==> config.mk <==
export PLATFORM = sky130hd
export DESIGN_NAME = bapf_ram
export DESIGN_NICKNAME = d
export VERILOG_FILES = /design/src/rtl/bapf_ram.sv
export SDC_FILE = /design/constraint.sdc
export NUM_CORES = 1
export LEC_CHECK = 0
export ABC_AREA = 1
export ABC_CLOCK_PERIOD_IN_PS = 1900
export BUFFER_PORTS_ARGS = -buffer_cell sky130_fd_sc_hd__buf_2
export CAP_MARGIN = 20
export CORE_ASPECT_RATIO = 0.6
export CORE_MARGIN = 3
export CORE_UTILIZATION = 55
export CTS_BUF_LIST = sky130_fd_sc_hd__clkbuf_4
export DETAILED_ROUTE_END_ITERATION = 7
export HOLD_SLACK_MARGIN = 0.02
export PLACE_DENSITY = 0.8
export RECOVER_POWER = 50
export REMOVE_ABC_BUFFERS = 1
export SLEW_MARGIN = 40
export SYNTH_ARGS = -nofsm -noshare
export SYNTH_HDL_FRONTEND = slang
export SYNTH_SLANG_ARGS = --single-unit
==> constraint.sdc <==
create_clock -name clk_i -period 1.9 [get_ports clk_i]
set_input_delay 0.285 -clock clk_i [delete_from_list [all_inputs] [get_ports clk_i]]
set_output_delay 0.285 -clock clk_i [all_outputs]
set_load 0.05 [all_outputs]
==> src/rtl/bapf_ram.sv <==
// Generic single-write, single-read synchronous RAM with registered read data.
module bapf_ram #(
  parameter int Width = 8,
  parameter int Depth = 64,
  localparam int AddrW = (Depth > 1) ? $clog2(Depth) : 1
) (
  input  logic             clk_i,
  input  logic             we_i,
  input  logic [AddrW-1:0] waddr_i,
  input  logic [Width-1:0] wdata_i,
  input  logic             re_i,
  input  logic [AddrW-1:0] raddr_i,
  output logic [Width-1:0] rdata_o
);

  logic [Width-1:0] mem_q [Depth];
  logic [Width-1:0] rdata_q;

  always_ff @(posedge clk_i) begin
    if (we_i) begin
      mem_q[waddr_i] <= wdata_i;
    end
    if (re_i) begin
      rdata_q <= mem_q[raddr_i];
    end
  end

  assign rdata_o = rdata_q;

endmodule

==> results by stage <==
Floorplanning:
- In this run the vertical extent of the chip is 159 µm.
- The die outline width is 261 µm.
- The effective utilization at floorplan is 0.563.
- The number of rows in the core area is 55.
- The number of top-level pins is 31.
- The core region is 38100 µm².
- The area of the die is 41400 µm².

Placed design:
- The placer congestion estimate is 0.910.
- The number of port buffers is 30.
- In this run the cell area measured after placement is 22700 µm².
- Once detailed placement completed, the half-perimeter wirelength came to 32.8 mm.

STA:
- Setup repair after global routing left no endpoint under its margin.
- The setup total negative slack is 0 ps.
- The number of slew-limit violations in the final report was 288.
- The slew at the pin closest to its max-slew limit is 1690 ps.
- In the finished design, the share of the clock period the worst path needs comes to 0.977.
- The number of hold violations in the final report is 0.
- The shortest clock period the worst path allows after layout is 1860 ps.
- The achievable clock frequency is 539 MHz.
- The worst-case headroom to the max-slew limit is -0.127.
- The setup violation total in the final timing report is 0.
- The final setup skew is 61.4 ps.

Worst setup path:
- Of all nets on the critical path, the largest fanout is 37.
- The worst register-to-register path begins at mem_q[27][6].
- The data required time of the critical path is 2360 ps.
- The endpoint of the worst-slack reg-to-reg timing path is rdata_o[6].
- Walking the worst path, the cells encountered are clkbuf_1 > clkbuf_2.
- Across all register-to-register paths, the minimum setup slack is 220 ps.
- The cell family contributing the most delay on the critical path is buffers and inverters.
- The critical path contains buffers and inverters numbering 2 combined.
- The largest single stage delay on the critical path is 1160 ps.
- The worst-path cell with the longest stage delay is sky130_fd_sc_hd__clkbuf_1.
- The data arrival at the endpoint of the critical path is 2320 ps.
- STA classifies the critical path endpoint as a register.
- The worst reg-to-reg path cell count is 8.
- The nature of the critical path startpoint is an input port.
- The kind of critical path is input port to register.

Pwr:
- Of the total power, combinational logic draws 0.072.
- Summing internal, switching and leakage power gives 22.8 mW.
- The sequential group share of total power is 0.558.
- The switching component of the power is 5.53 mW.
- Power spread over the standard cell area amounts to 950 nW/µm².
- The highest ir drop seen on vdd is 0.000666 V.
- The design internal power is 17.3 mW.
- Summed over all cells, the static leakage comes to 8.94 nW.
- The clock network fraction of design power is 0.369.
- Of the total power, the share spent switching nets is 0.242.

CTS:
- Counting along the longest clock path gives a buffer depth of 3.
- For the worst-skew pair, the clock arrives at the later sink with an insertion delay of 850 ps.
- The TritonCTS clock tree is done.
- CTS placed an instance of sky130_fd_sc_hd__clkbuf_4 at the clock tree root.
- The total number of clock tree sinks is 520.
- The CTS buffer count is 109.
- The clock-pin transition on the worst setup and hold timing paths is 70 ps.
- The number of buffers inserted to repair setup after CTS is 0.
- The H-tree generated during clock tree synthesis spans 3 levels.

Routing:
- The routed layout has 15100 vias.
- For this block, the routed nets add up to 55.5 mm of wire.
- In this run, the number of DRC markers left after iteration 0 of detailed routing was 2411.
- For this run, the detailed router's first-pass iteration total came to 6.
- The number of nets with antenna violations after routing is 0.
- The detailed-route DRC error count is 0.
- After detailed routing, the number of vias per cell comes to 5.90.
- After detailed routing, the average wire length per cell comes to 21.7 µm.

Logic synthesis:
- The netlist uses 15 different library cells.
- The synthesized cell area is 21400 µm².
- The number of warning messages in the yosys log is 0.
- Counting flops and latches in the post-synthesis netlist gives 520.
- Of the synthesized area, sequential elements account for 0.729.
- Synthesis handed over a netlist of 1805 instances.
- Each instance of the synthesized netlist takes up on average 11.9 µm².

Min path:
- The startpoint identified for the worst hold timing path is waddr_i[1].
- The path class of the lowest-slack min-delay path is input port to register.
- The path with the worst hold slack has its endpoint at mem_q[53][3].
- The worst hold path was traced through 3 stages.

Cells and area:
- The ratio of cells with drive above 1 in the final layout is 0.159.
- The area growth from synthesis to layout is 12.1%.
- The most common cell after layout, fill and taps aside is sky130_fd_sc_hd__nand2_1.
- The design area is 24000 µm².
- After the last flow step, the layout net total stands at 1996.
- In the layout the commonest cells are sky130_fd_sc_hd__nand2_1, sky130_fd_sc_hd__edfxtp_1, sky130_fd_sc_hd__nand3_1, sky130_fd_sc_hd__clkbuf_4, sky130_fd_sc_hd__buf_4.

Outcome:
- The flow ran to the end, but the final reports show violations.
- The checks that failed: capacitance limit, slew limit.

Global route:
- The number of antenna violations at the first check in global routing came to 2.
- The wire length of the first global-routing pass is 85.0 mm.
- The via count of the first global-routing pass came to 14500.
- The maximum number of pins on one net before global-route repair is 71.
- In the global route stage, overall resource usage came out at 0.271.
- The total congestion overflow is 0.

Flow run:
- The number of max-capacitance violations reported is 5.
[power groups by stage]
stage                     clock network, mW  logic (mW)  registers, mW
after floorplan                           0       0.641           13.0
after global placement                    0        1.56           13.0
after detailed placement                  0        1.60           13.0
after CTS                              8.49        1.63           12.7
after global routing                   9.08        1.77           12.7
final                                  8.43        1.65           12.7
[metal layers]
layer | GRT usage | up-vias | wire length (µm)
li1 | - | 6741 | -
met1 | 0.403 | 7079 | 22000
met2 | 0.385 | 1184 | 24100
met3 | 0.0854 | 126 | 8200
met4 | 0.0787 | 0 | 1220
met5 | 0 | - | 0
[cells in the mapped netlist]
| library cell | instances | area share |
|---|---|---|
| sky130_fd_sc_hd__buf_1 | 10 | 0.0018 |
| sky130_fd_sc_hd__buf_2 | 37 | 0.0086 |
| sky130_fd_sc_hd__buf_4 | 14 | 0.0049 |
| sky130_fd_sc_hd__buf_6 | 35 | 0.018 |
| sky130_fd_sc_hd__buf_8 | 2 | 0.0014 |
| sky130_fd_sc_hd__clkbuf_1 | 15 | 0.0026 |
| sky130_fd_sc_hd__edfxtp_1 | 520 | 0.73 |
| sky130_fd_sc_hd__inv_1 | 10 | 0.0018 |
| sky130_fd_sc_hd__inv_2 | 1 | 0.00018 |
| sky130_fd_sc_hd__inv_6 | 1 | 0.00041 |
| sky130_fd_sc_hd__nand2_1 | 648 | 0.11 |
| sky130_fd_sc_hd__nand3_1 | 439 | 0.10 |
| sky130_fd_sc_hd__nand4_1 | 9 | 0.0026 |
| sky130_fd_sc_hd__nor2_1 | 56 | 0.0098 |
| sky130_fd_sc_hd__nor4_1 | 8 | 0.0023 |
[timing repair]
| item | 4_1_cts | 5_1_grt |
|---|---|---|
| resized for setup | 0 | 2 |
| endpoints found under the hold margin | 188 | 0 |
| hold buffers | 7 | 0 |
| setup endpoints to repair | 0 | 1 |
[state kept, by name (all words and copies together), names as in the netlist]
name / flops
mem_q: 512
rdata_o: 8
[logic make-up after synthesis]
family        synth area share
buf+inv                 0.0401
flops                    0.729
simple gates             0.231
[worst max path at each step]
| stage | start | end | slack, ps | depth (start not counted) |
|---|---|---|---|---|
| 2_1_floorplan | raddr_i[1] | rdata_o[7] | -1040 | 8 |
| 6_report | wdata_i[2] | mem_q[53][2] | 40 | 2 |
| 5_1_grt | rdata_o[2] | rdata_o[2] | 10 | 1 |
| 3_3_place_gp | raddr_i[0] | rdata_o[6] | -160 | 11 |
| 3_5_place_dp | raddr_i[0] | rdata_o[6] | -220 | 11 |
| 4_1_cts | rdata_o[2] | rdata_o[2] | 20 | 1 |
[final cells by class]
| class | instances | area [µm²] |
|---|---|---|
| flip-flops and latches | 520 | 15600 |
| fillers | 2747 | 14000 |
| multi-input cells | 1160 | 4950 |
| repair buffers | 170 | 1390 |
| clock buffers | 162 | 1220 |
| well taps | 513 | 642 |
| clock inverters | 25 | 158 |
| inverters | 12 | 52.6 |
| diodes | 2 | 5.00 |
[through the flow]
| step | util | std cells | hold slack (ps) | worst slack, ps |
|---|---|---|---|---|
| global route | 0.631 | 2564 | 44.8 | 10.5 |
| finish | 0.631 | 2564 | 70.8 | 44.3 |
| global placement | 0.596 | 2368 | 683 | -162 |
| detailed placement | 0.596 | 2368 | 682 | -222 |
| CTS | 0.633 | 2562 | 23.6 | 21.9 |
| floorplan | - | 1692 | 384 | -1040 |
(Power assumes the default switching activity.)
